[src/rtl/sacr_pkg.sv]
// shared types, constants and helpers for the set-associative cache tag store
// no dependencies
`default_nettype none

package sacr_pkg;

    // geometry
    localparam int LINE_BITS  = 6;
    localparam int SET_BITS   = 8;
    localparam int WAYS       = 4;
    localparam int ADDR_BITS  = 48;
    localparam int COUNT_BITS = 16;

    localparam int NSETS     = 1 << SET_BITS;
    localparam int TAG_LSB   = LINE_BITS + SET_BITS;
    localparam int TAG_BITS  = ADDR_BITS - TAG_LSB;
    localparam int WAY_W     = (WAYS > 1) ? $clog2(WAYS) : 1;
    localparam int RRPV_BITS = 2;
    localparam int TS_BITS   = 32;

    localparam logic [RRPV_BITS-1:0] RRPV_MAX    = 2'd3;
    localparam logic [RRPV_BITS-1:0] RRPV_INSERT = 2'd2;

    // replacement policy codes
    localparam logic [1:0] POL_LRU  = 2'd0;
    localparam logic [1:0] POL_LFU  = 2'd1;
    localparam logic [1:0] POL_RRIP = 2'd2;

    // access kinds
    localparam logic ACT_LOOKUP = 1'b0;
    localparam logic ACT_FILL   = 1'b1;

    // register map
    localparam int PADDR_W = 3;
    localparam logic REG_POLICY = 1'b0;

    typedef struct packed {
        logic [TAG_BITS-1:0]   tag;
        logic                  valid;
        logic [TS_BITS-1:0]    touch;
        logic [COUNT_BITS-1:0] count;
        logic [RRPV_BITS-1:0]  rrpv;
    } way_t;

    typedef way_t [WAYS-1:0] row_t;

    // controller to datapath commands
    typedef struct packed {
        logic capture;
        logic commit;
    } cmd_t;

    function automatic logic [COUNT_BITS-1:0] sat_inc(input logic [COUNT_BITS-1:0] c);
        logic [COUNT_BITS-1:0] r;
        r = c;
        if (c != {COUNT_BITS{1'b1}})
        begin
            r = c + 1'b1;
        end
        return r;
    endfunction

endpackage

`default_nettype wire

[src/rtl/sacr_ctrl.sv]
// controller fsm: accepts a beat, sequences read and update, owns output valid
// depends on sacr_pkg
`default_nettype none

module sacr_ctrl (
    input  wire logic          clk,
    input  wire logic          rst_n,
    input  wire logic          in_valid,
    output logic               in_ready,
    output logic               out_valid,
    input  wire logic          out_ready,
    output sacr_pkg::cmd_t     cmd
);

    typedef enum logic [1:0] {
        ST_IDLE = 2'b01,
        ST_EXEC = 2'b10
    } state_t;

    state_t state_reg, state_next;
    logic   out_valid_reg, out_valid_next;

    // next state and commands
    always_comb
    begin
        state_next     = state_reg;
        out_valid_next = out_valid_reg && !out_ready;
        in_ready       = 1'b0;
        cmd.capture    = 1'b0;
        cmd.commit     = 1'b0;
        case (state_reg)
            ST_IDLE:
            begin
                in_ready = 1'b1;
                if (in_valid)
                begin
                    cmd.capture = 1'b1;
                    state_next  = ST_EXEC;
                end
            end
            ST_EXEC:
            begin
                if (!out_valid_reg || out_ready)
                begin
                    cmd.commit     = 1'b1;
                    out_valid_next = 1'b1;
                    state_next     = ST_IDLE;
                end
            end
            default:
            begin
                state_next = ST_IDLE;
            end
        endcase
    end

    always_ff @(posedge clk or negedge rst_n)
    begin
        if (!rst_n)
        begin
            state_reg     <= ST_IDLE;
            out_valid_reg <= 1'b0;
        end
        else
        begin
            state_reg     <= state_next;
            out_valid_reg <= out_valid_next;
        end
    end

    assign out_valid = out_valid_reg;

endmodule

`default_nettype wire

[config.mk]
export PLATFORM = sky130hd
export DESIGN_NAME = sacr_ctrl
export DESIGN_NICKNAME = d
export VERILOG_FILES = /design/src/rtl/sacr_pkg.sv /design/src/rtl/sacr_ctrl.sv
export SDC_FILE = /design/constraint.sdc
export NUM_CORES = 1
export LEC_CHECK = 0
export BUFFER_PORTS_ARGS = -buffer_cell sky130_fd_sc_hd__buf_2
export CORE_AREA = 2 2 39 41
export CTS_CLUSTER_SIZE = 12
export DETAILED_ROUTE_END_ITERATION = 10
export DIE_AREA = 0 0 41 43
export GPL_TIMING_DRIVEN = 0
export HOLD_SLACK_MARGIN = 0.12
export SYNTH_ARGS = -nofsm -noshare
export SYNTH_HDL_FRONTEND = slang
export SYNTH_SLANG_ARGS = --single-unit
[constraint.sdc]
create_clock -name clk -period 1.02 [get_ports clk]
set_clock_uncertainty 0.15 [all_clocks]
set_input_delay 0.204 -clock clk [delete_from_list [all_inputs] [get_ports clk]]
set_output_delay 0.204 -clock clk [all_outputs]
set_load 0.02 [all_outputs]
# Yosys cells after proc, flatten, opt, wreduce, memory -nomap -nowiden
# Cells that the tools add are included.
# totals
word_cells	21
register_bits	3
input_bits	4
# op_classes
reduce_logical	5
eq_ne	4
mux	10
# ops
cell	n
1-bit 2-to-1 mux	7
2-bit 2-to-1 mux	2
2-bit != test, second input constant	2
2-bit one-hot mux with 2 select lines	1
2-bit by 1-bit equality test with 1-bit output, second input constant	1
2-bit equality test, second input constant	1
1-bit logical NOT	2
2-bit AND reduction	1
1-bit logical AND	1
1-bit logical OR	1

# Depth between registers and ports, before layout
# Gate-level depths: netlist (run 1).
# logic_depth
depth_word	4
ltp_mapped	2
ltp_nobuf	2

# Worst setup path before layout (run 1)
# No wires, ideal clock.
# synth_timing
path_type	reg-to-output
startpoint	reg out_valid_reg (netlist: out_valid)
endpoint	out cmd[0] in the netlist's numbering
path_slack_ps	-262
arrival_time_ps	928
stages_incl_launch_ff	3
path_cell_list	dfrtp_1 nand2b_1 nor2b_1
# synth_rtl
element	line	source
start: declaration	sacr_ctrl.sv:21	logic out_valid_reg, out_valid_next;
start signal: assignment	sacr_ctrl.sv:67	out_valid_reg <= out_valid_next;
end: declaration	sacr_ctrl.sv:12	output sacr_pkg::cmd_t cmd

==> results.py, run 1 <==
metrics = {
    "place": {
        "pre_cts_slack_ps": -271,
        "dp_hpwl_um": 225,
        "dpl_cell_area_um2": 199,
        "gp_congestion": 0.570,
        "io_buffers": 7,
    },
    "timing": {
        "finalCritPeriodShare_pct": 141,
        "worstMarginPinSlew_ps": 158,
        "timing.final.hold_violations": 0,
        "min_period_ps": 1440,
        "finalSetupViolCount": 7,
        "drv_slew": 0,
        "max_slew_margin_pct": 89.5,
        "grt_setup_unrepaired": "true",
        "whs_ps": 110,
        "fin_ws_ps": -416,
        "fmax_mhz": 696,
    },
    "synthesis": {
        "ys_seq_area_share_pct": 58.1,
        "syn_nets": 15,
        "synth_area_leader_cell": "dfrtp_1",
        "ys_seq_elements": 3,
        "synth-simple-area-share_pct": 28.6,
        "synth_area_leaders": "dfrtp_1 (38%), dfstp_2 (20%), nand2b_1 (9.5%)",
        "ys_types": 8,
        "yosysWarnings": 0,
        "syn_avg_cell_area_um2": 11.9,
        "synth_top_family_by_area": "simple AND/OR/NAND/NOR gates",
        "synth-compound-area-share_pct": 13.3,
        "synth_xor_area_share_pct": 0,
        "synthCells": 11,
        "synth_top_area_share_pct": 38.1,
        "syn_area_um2": 131,
        "synthAdderAreaFrac_pct": 0,
        "synth_mux_area_share_pct": 0,
    },
    "setup_path": {
        "path_max_fanout": 3,
        "regToRegEndpoint": "state_reg[1]",
        "ff2ff_path_depth": 4,
        "critPathKind": "reg -> out",
        "regToRegSetupSlack_ps": -140,
        "required_ps": 670,
        "timing.rr.start": "state_reg[0]",
        "endpoint_kind": "output pin",
        "critPathLaunchType": "flop",
        "crit_arrival_ps": 1080,
    },
    "die": {
        "die_y_um": 43,
        "start_util_pct": 9.49,
        "io_pins": 8,
        "rows": 14,
        "die_w_um": 41,
        "core_area_mm2": 0.00138,
        "dieArea_mm2": 0.00176,
    },
    "finish": {
        "drive_gt1_share_pct": 76.0,
        "final_cell_mix": "buf_6 (6), clkbuf_4 (3), buf_2 (3), nand2b_4 (2)",
        "multi_input_area_um2": 81.3,
        "seq_area_um2": 77.6,
        "area.growth.synth_to_final_pct": 127,
        "design_area_um2": 298,
        "nets": 30,
        "fillCellCount": 152,
        "insertedDiodeCount": 0,
        "largest_register_ffs": 2,
        "final_common_cell": "buf_6",
    },
    "cts": {
        "cts_buffers": 3,
        "clk_path_buf_depth": 2,
        "path_clk_slew_ps": 40,
        "cts-root-buf": "clkbuf_4",
        "cts_tree": "built",
        "clk_latency_ps": 230,
        "cts_max_level": 1,
        "cts.sinks": 3,
        "postCtsHoldBufs": 1,
    },
    "outcome": {
        "violations": "setup timing",
        "status": "finished, violations left",
    },
    "routing": {
        "wl_per_cell_um": 8.12,
        "drtIter0Drc": 1,
        "wl_um": 333,
        "drtAntennaViolNets": 0,
        "via_per_inst": 3.17,
        "drc": 0,
        "vias": 130,
        "firstDrtPassIters": 2,
    },
    "global_routing": {
        "grt_pass1_wl_um": 531,
        "grt_antenna_before_repair": 0,
        "grt_pass1_vias": 120,
        "grt_usage_pct": 5.74,
        "grt_overflow": 0,
        "grt_max_degree": 5,
    },
    "hold_path": {
        "holdPathStages": 3,
        "min_to": "out_valid",
        "hp-start": "out_ready",
        "hold_path.class": "in -> reg",
    },
    "pwr": {
        "cellLeakagePower_nw": 0.152,
        "max-vdd-ir-drop_mv": 0.639,
        "power.density_mw_per_mm2": 1670,
    },
    "job": {
        "maxCapViolations": 0,
    },
}
==> cell usage after synthesis <==
cell type,number
dfrtp_1,2
nand2b_1,2
nor2b_1,2
and3b_1,1
dfstp_2,1
nand2_1,1
o21ba_1,1
o21bai_1,1
==> what timing repair did <==
| item | in CTS | in global routing |
|---|---|---|
| endpoints found under the hold margin | 3 | 1 |
| setup endpoints to repair | 7 | 7 |
| resized for setup | 6 | 7 |
| buffers inserted | 1 | 1 |
| gates cloned | 0 | 0 |
| pin swaps | 0 | 0 |
==> metrics by stage <==
| step | util (%) | std cells | power, W | TNS, ps |
|---|---|---|---|---|
| detailed placement | 14.4 | 34 | 0.000239 | -799 |
| finish | 21.5 | 41 | 0.000498 | -1680 |
| global placement | 14.4 | 34 | 0.000239 | -766 |
| global route | 21.5 | 41 | 0.000541 | -2010 |
| CTS | 19.0 | 40 | 0.000483 | -1550 |
| floorplan | - | 11 | 0.000209 | -463 |
==> layout make-up <==
| cell class | count | share of cell area, % |
|---|---|---|
| multi-input cells | 8 | 27.3 |
| clock buffers | 4 | 8.82 |
| flip-flops and latches | 3 | 26.1 |
| well taps | 16 | 6.72 |
| repair buffers | 10 | 31.1 |
==> how the worst max path moves through the flow <==
| stage | start | to | cells past startpoint |
|---|---|---|---|
| finish | state_reg[0] | cmd[1] | 2 |
| global route | state_reg[0] | cmd[1] | 2 |
| CTS | state_reg[0] | cmd[1] | 2 |
| detailed placement | state_reg[0] | cmd[0] | 3 |
| global placement | state_reg[0] | cmd[0] | 3 |
| floorplan | state_reg[0] | state_reg[0] | 2 |
==> cell families (layout without fill, tap and decap cells) <==
| kind of cell | after synthesis | in the layout |
|---|---|---|
| flops | 3 | 3 |
| simple gates | 6 | 6 |
| compound gates | 2 | 2 |
| buf+inv | 0 | 14 |
==> per-layer routing <==
| metal | global-route usage (%) | part of all wire (%) | vias up |
|---|---|---|---|
| met3 | 9.42 | 17 | 0 |
| met5 | 0 | 0 | - |
| met4 | 4.00 | 0 | 0 |
| li1 | - | - | 64 |
| met1 | 6.49 | 52 | 56 |
| met2 | 4.06 | 32 | 10 |
==> worst max-delay path, cell delays in order (launching register included) <==
cell and delay (ps):
dfstp_2 520, and3b_2 210, buf_6 120
==> power by group <==
part	switching [W]	total (W)	internal, W
clock	0.0000595	0.000206	0.000146
sequential	0.0000150	0.000154	0.000139
combinational	0.0000563	0.000138	0.0000820
total	0.000131	0.000498	0.000367
No activity file was read; power rests on OpenSTA's default activity.
==> run 2: changes to the inputs <==
GPL_TIMING_DRIVEN = unset   (was 0)
==> results.py, run 2 (synthesis gave the netlist of run 1 again) <==
metrics = {
    "outcome": {
        "status": "finished, violations left",
        "violations": "setup timing",
    },
    "place": {
        "pre_cts_slack_ps": -221,
        "io_buffers": 7,
        "dpl_cell_area_um2": 221,
        "gp_congestion": 0.581,
        "dp_hpwl_um": 249,
    },
    "hold_path": {
        "hold_path.class": "in -> async",
    },
    "global_routing": {
        "grt_usage_pct": 6.43,
        "grt_overflow": 0,
        "grt_pass1_wl_um": 607,
        "grt_pass1_vias": 157,
        "grt_max_degree": 4,
        "grt_antenna_before_repair": 0,
    },
    "routing": {
        "drtAntennaViolNets": 0,
        "drc": 0,
        "vias": 148,
        "wl_per_cell_um": 8.49,
        "wl_um": 365,
        "drtIter0Drc": 1,
        "firstDrtPassIters": 2,
        "via_per_inst": 3.44,
    },
    "timing": {
        "fmax_mhz": 689,
        "grt_setup_unrepaired": "true",
        "timing.final.hold_violations": 0,
        "min_period_ps": 1450,
        "whs_ps": 145,
        "finalCritPeriodShare_pct": 142,
        "max_slew_margin_pct": 90.4,
        "finalSetupViolCount": 7,
        "fin_ws_ps": -432,
        "worstMarginPinSlew_ps": 144,
        "drv_slew": 0,
    },
    "finish": {
        "insertedDiodeCount": 0,
        "fillCellCount": 154,
        "area.growth.synth_to_final_pct": 132,
        "drive_gt1_share_pct": 74.1,
        "finish.utilization_pct": 22.1,
        "final_cell_mix": "buf_6 (6), clkbuf_4 (3), buf_2 (3), buf_4 (2)",
        "design_area_um2": 305,
        "largest_register_ffs": 2,
        "final_common_cell": "buf_6",
        "nets": 32,
    },
    "die": {
        "core_area_mm2": 0.00138,
        "die_y_um": 43,
        "start_util_pct": 9.49,
        "io_pins": 8,
        "die_w_um": 41,
        "dieArea_mm2": 0.00176,
        "rows": 14,
    },
    "cts": {
        "path_clk_slew_ps": 40,
        "cts_buffers": 3,
        "clk_path_buf_depth": 2,
        "cts.sinks": 3,
        "cts-root-buf": "clkbuf_4",
        "clk_latency_ps": 230,
        "cts_tree": "built",
        "cts_max_level": 1,
    },
    "setup_path": {
        "slowest_stage": "dfstp_2",
        "timing.rr.start": "state_reg[0]",
        "cp_slowest_stage_delay_ps": 530,
        "cp_cell_sequence": "and3b_2 -> buf_6",
        "regToRegEndpoint": "state_reg[1]",
        "critPathBufInv": 1,
        "critPathLaunchType": "flop",
        "endpoint_kind": "output pin",
        "required_ps": 670,
        "crit_arrival_ps": 1100,
        "critPathKind": "reg -> out",
        "path_depth": 2,
        "cp_top_family": "flip-flops",
        "path_max_fanout": 3,
        "ff2ff_path_depth": 4,
        "crit_start": "state_reg[0]",
        "regToRegSetupSlack_ps": -150,
    },
    "pwr": {
        "cellLeakagePower_nw": 0.155,
        "totalPowerFinal_w": 0.000508,
        "max-vdd-ir-drop_mv": 0.292,
        "power.density_mw_per_mm2": 1660,
    },
    "job": {
        "maxCapViolations": 0,
    },
}
-- run 2: changes by cell type in the layout (fill, tap and decap cells not counted), sizes merged --
cell,previous run,this run
buf,9,11
-- run 2: area by class of cell --
cell class / instances / area, um2 / area share, %
tap: 16 / 20.0 / 6.56
sequential: 3 / 77.6 / 25.4
multi-input combinational: 8 / 73.8 / 24.2
clock buffer: 4 / 26.3 / 8.61
timing repair buffer: 12 / 108 / 35.2
-- run 2: timing repair --
action,CTS,global route
resized for setup,9,2
endpoints found under the setup margin,7,7
hold endpoints to repair,3,0
gates cloned,0,0
setup buffers,0,1
hold buffers,1,0
-- run 2: power by group --
part / switching (W) / internal (W)
clock network: 0.0000628 / 0.000147
registers: 0.0000125 / 0.000139
logic: 0.0000591 / 0.0000879
-- run 2: stage by stage --
stage	setup TNS, ps	instances
2_1_floorplan	-463	11
3_3_place_gp	-922	37
3_5_place_dp	-936	37
4_1_cts	-1520	42
5_1_grt	-1970	43
6_report	-1710	43
-- run 2: worst register-to-register path: stages (launching register included) --
cell	delay, ps
dfstp_2	530
nand2b_4	140
buf_6	100
buf_6	80
o21bai_1	50
-- run 2: how the worst max path moves through the flow --
stage | slack [ps] | to
6_report | -430 | cmd[1]
5_1_grt | -480 | cmd[1]
4_1_cts | -430 | cmd[1]
3_5_place_dp | -220 | cmd[0]
3_3_place_gp | -220 | cmd[1]
2_1_floorplan | -110 | state_reg[0]
-- run 2: routing by layer --
layer / wire [um] / GRT usage [%] / part of all wire, %
met1: 167 / 5.79 / 46
met2: 128 / 5.94 / 35
met3: 45 / 6.28 / 12
met4: 23 / 10.0 / 6.3
met5: 0 / 0 / 0
==> run 3: changes to the inputs <==
PLACE_DENSITY = 0.3   (was unset)
==> results.py, run 3 (synthesis gave the netlist of run 1 again) <==
metrics = {
    "cts": {
        "cts_buffers": 3,
        "clk_path_buf_depth": 2,
        "clk_latency_ps": 240,
        "path_clk_slew_ps": 40,
        "cts_tree": "built",
        "cts-root-buf": "clkbuf_4",
        "cts_max_level": 1,
        "cts.sinks": 3,
    },
    "finish": {
        "fillCellCount": 153,
        "area.growth.synth_to_final_pct": 142,
        "fin_cells": 44,
        "insertedDiodeCount": 0,
        "design_area_um2": 318,
        "finish.utilization_pct": 23.0,
        "final_cell_mix": "buf_6 (5), buf_4 (4), clkbuf_4 (3), buf_2 (3)",
        "largest_register_ffs": 2,
        "drive_gt1_share_pct": 82.1,
        "final_common_cell": "buf_6",
        "nets": 33,
    },
    "timing": {
        "finalCritPeriodShare_pct": 139,
        "min_period_ps": 1420,
        "fmax_mhz": 704,
        "timing.final.hold_violations": 0,
        "worstMarginPinSlew_ps": 168,
        "fin_ws_ps": -400,
        "max_slew_margin_pct": 88.8,
        "drv_slew": 0,
        "finalSetupViolCount": 7,
        "grt_setup_unrepaired": "true",
    },
    "global_routing": {
        "grt_max_degree": 4,
        "grt_pass1_vias": 154,
        "grt_overflow": 0,
        "grt_pass1_wl_um": 593,
        "grt_antenna_before_repair": 0,
        "grt_usage_pct": 5.92,
    },
    "place": {
        "pre_cts_slack_ps": -220,
        "place_inst": 37,
        "dp_hpwl_um": 268,
        "io_buffers": 7,
        "gp_congestion": 0.582,
        "dpl_cell_area_um2": 221,
    },
    "setup_path": {
        "endpoint": "cmd[1]",
        "timing.rr.start": "state_reg[1]",
        "cp_slowest_stage_delay_ps": 530,
        "regToRegEndpoint": "state_reg[1]",
        "slowest_stage": "dfstp_2",
        "crit_arrival_ps": 1070,
        "critPathLaunchType": "flop",
        "required_ps": 670,
        "path_max_fanout": 3,
        "crit_start": "state_reg[0]",
        "regToRegSetupSlack_ps": -300,
        "critPathKind": "reg -> out",
        "ff2ff_path_depth": 4,
        "cp_cell_sequence": "and3b_2 -> buf_6",
        "endpoint_kind": "output pin",
    },
    "routing": {
        "via_per_inst": 3.41,
        "wl_um": 417,
        "wl_per_cell_um": 9.48,
        "drtAntennaViolNets": 0,
        "firstDrtPassIters": 1,
        "drc": 0,
        "drtIter0Drc": 0,
        "vias": 150,
    },
    "outcome": {
        "violations": "setup timing",
        "status": "finished, violations left",
    },
    "die": {
        "die_w_um": 41,
        "rows": 14,
        "start_util_pct": 9.49,
        "die_y_um": 43,
        "io_pins": 8,
        "dieArea_mm2": 0.00176,
        "core_area_mm2": 0.00138,
    },
    "job": {
        "maxCapViolations": 0,
    },
    "pwr": {
        "cellLeakagePower_nw": 0.160,
        "totalPowerFinal_w": 0.000520,
        "max-vdd-ir-drop_mv": 0.590,
        "power.density_mw_per_mm2": 1640,
    },
    "hold_path": {
        "hold_path.class": "in -> async",
    },
}
run 3: cell count changes in the layout (fill, tap and decap cells not counted), sizes merged:
cell	change
buf	+1
run 3: stage by stage:
step / TNS (ps) / hold WS [ps]
finish: -1980 / 134
global route: -2270 / 158
CTS: -1930 / 130
detailed placement: -947 / -146
global placement: -874 / -146
floorplan: -463 / -242
run 3: final cells by class:
type                       instances  area (um2)  share of cell area, %
clock buffer                       4        26.3                   8.27
multi-input combinational          8        82.6                   26.0
sequential                         3        77.6                   24.4
tap                               16        20.0                   6.30
timing repair buffer              13         111                   35.0
run 3: layer usage:
| layer | GRT usage (%) | part of all wire, % |
|---|---|---|
| met5 | 0 | 0 |
| met4 | 8.00 | 4.3 |
| met3 | 3.66 | 12 |
| met2 | 7.19 | 49 |
| met1 | 5.47 | 34 |
run 3: worst min-delay path by stage:
| stage | to | start | cells after the start | slack, ps |
|---|---|---|---|---|
| CTS | out_valid | rst_n | 2 | 130 |
| detailed placement | state_reg[1] | rst_n | 1 | -150 |
| global placement | state_reg[1] | rst_n | 1 | -150 |
| finish | out_valid | rst_n | 2 | 130 |
| global route | out_valid | rst_n | 2 | 160 |
| floorplan | out_valid | rst_n | 0 | -240 |
run 3: where the power goes:
| part | switching (W) | total, W | internal, W |
|---|---|---|---|
| Combinational | 0.0000621 | 0.000157 | 0.0000952 |
| Sequential | 0.0000142 | 0.000153 | 0.000139 |
| Clock | 0.0000634 | 0.000210 | 0.000147 |
run 3: worst max-delay path, delay by kind of cell (launching register included):
kind | cells | cell delay (ps)
and+or+nand+nor | 1 | 190
buffers and inverters | 1 | 110
DFF | 1 | 530
run 3: timing repair:
item                                   4_1_cts  5_1_grt
endpoints found under the hold margin        3        0
setup endpoints to repair                    7        7
buffers inserted                             1        1
pin swaps                                    1        1
hold buffers                                 1        0
resized for setup                           10        2
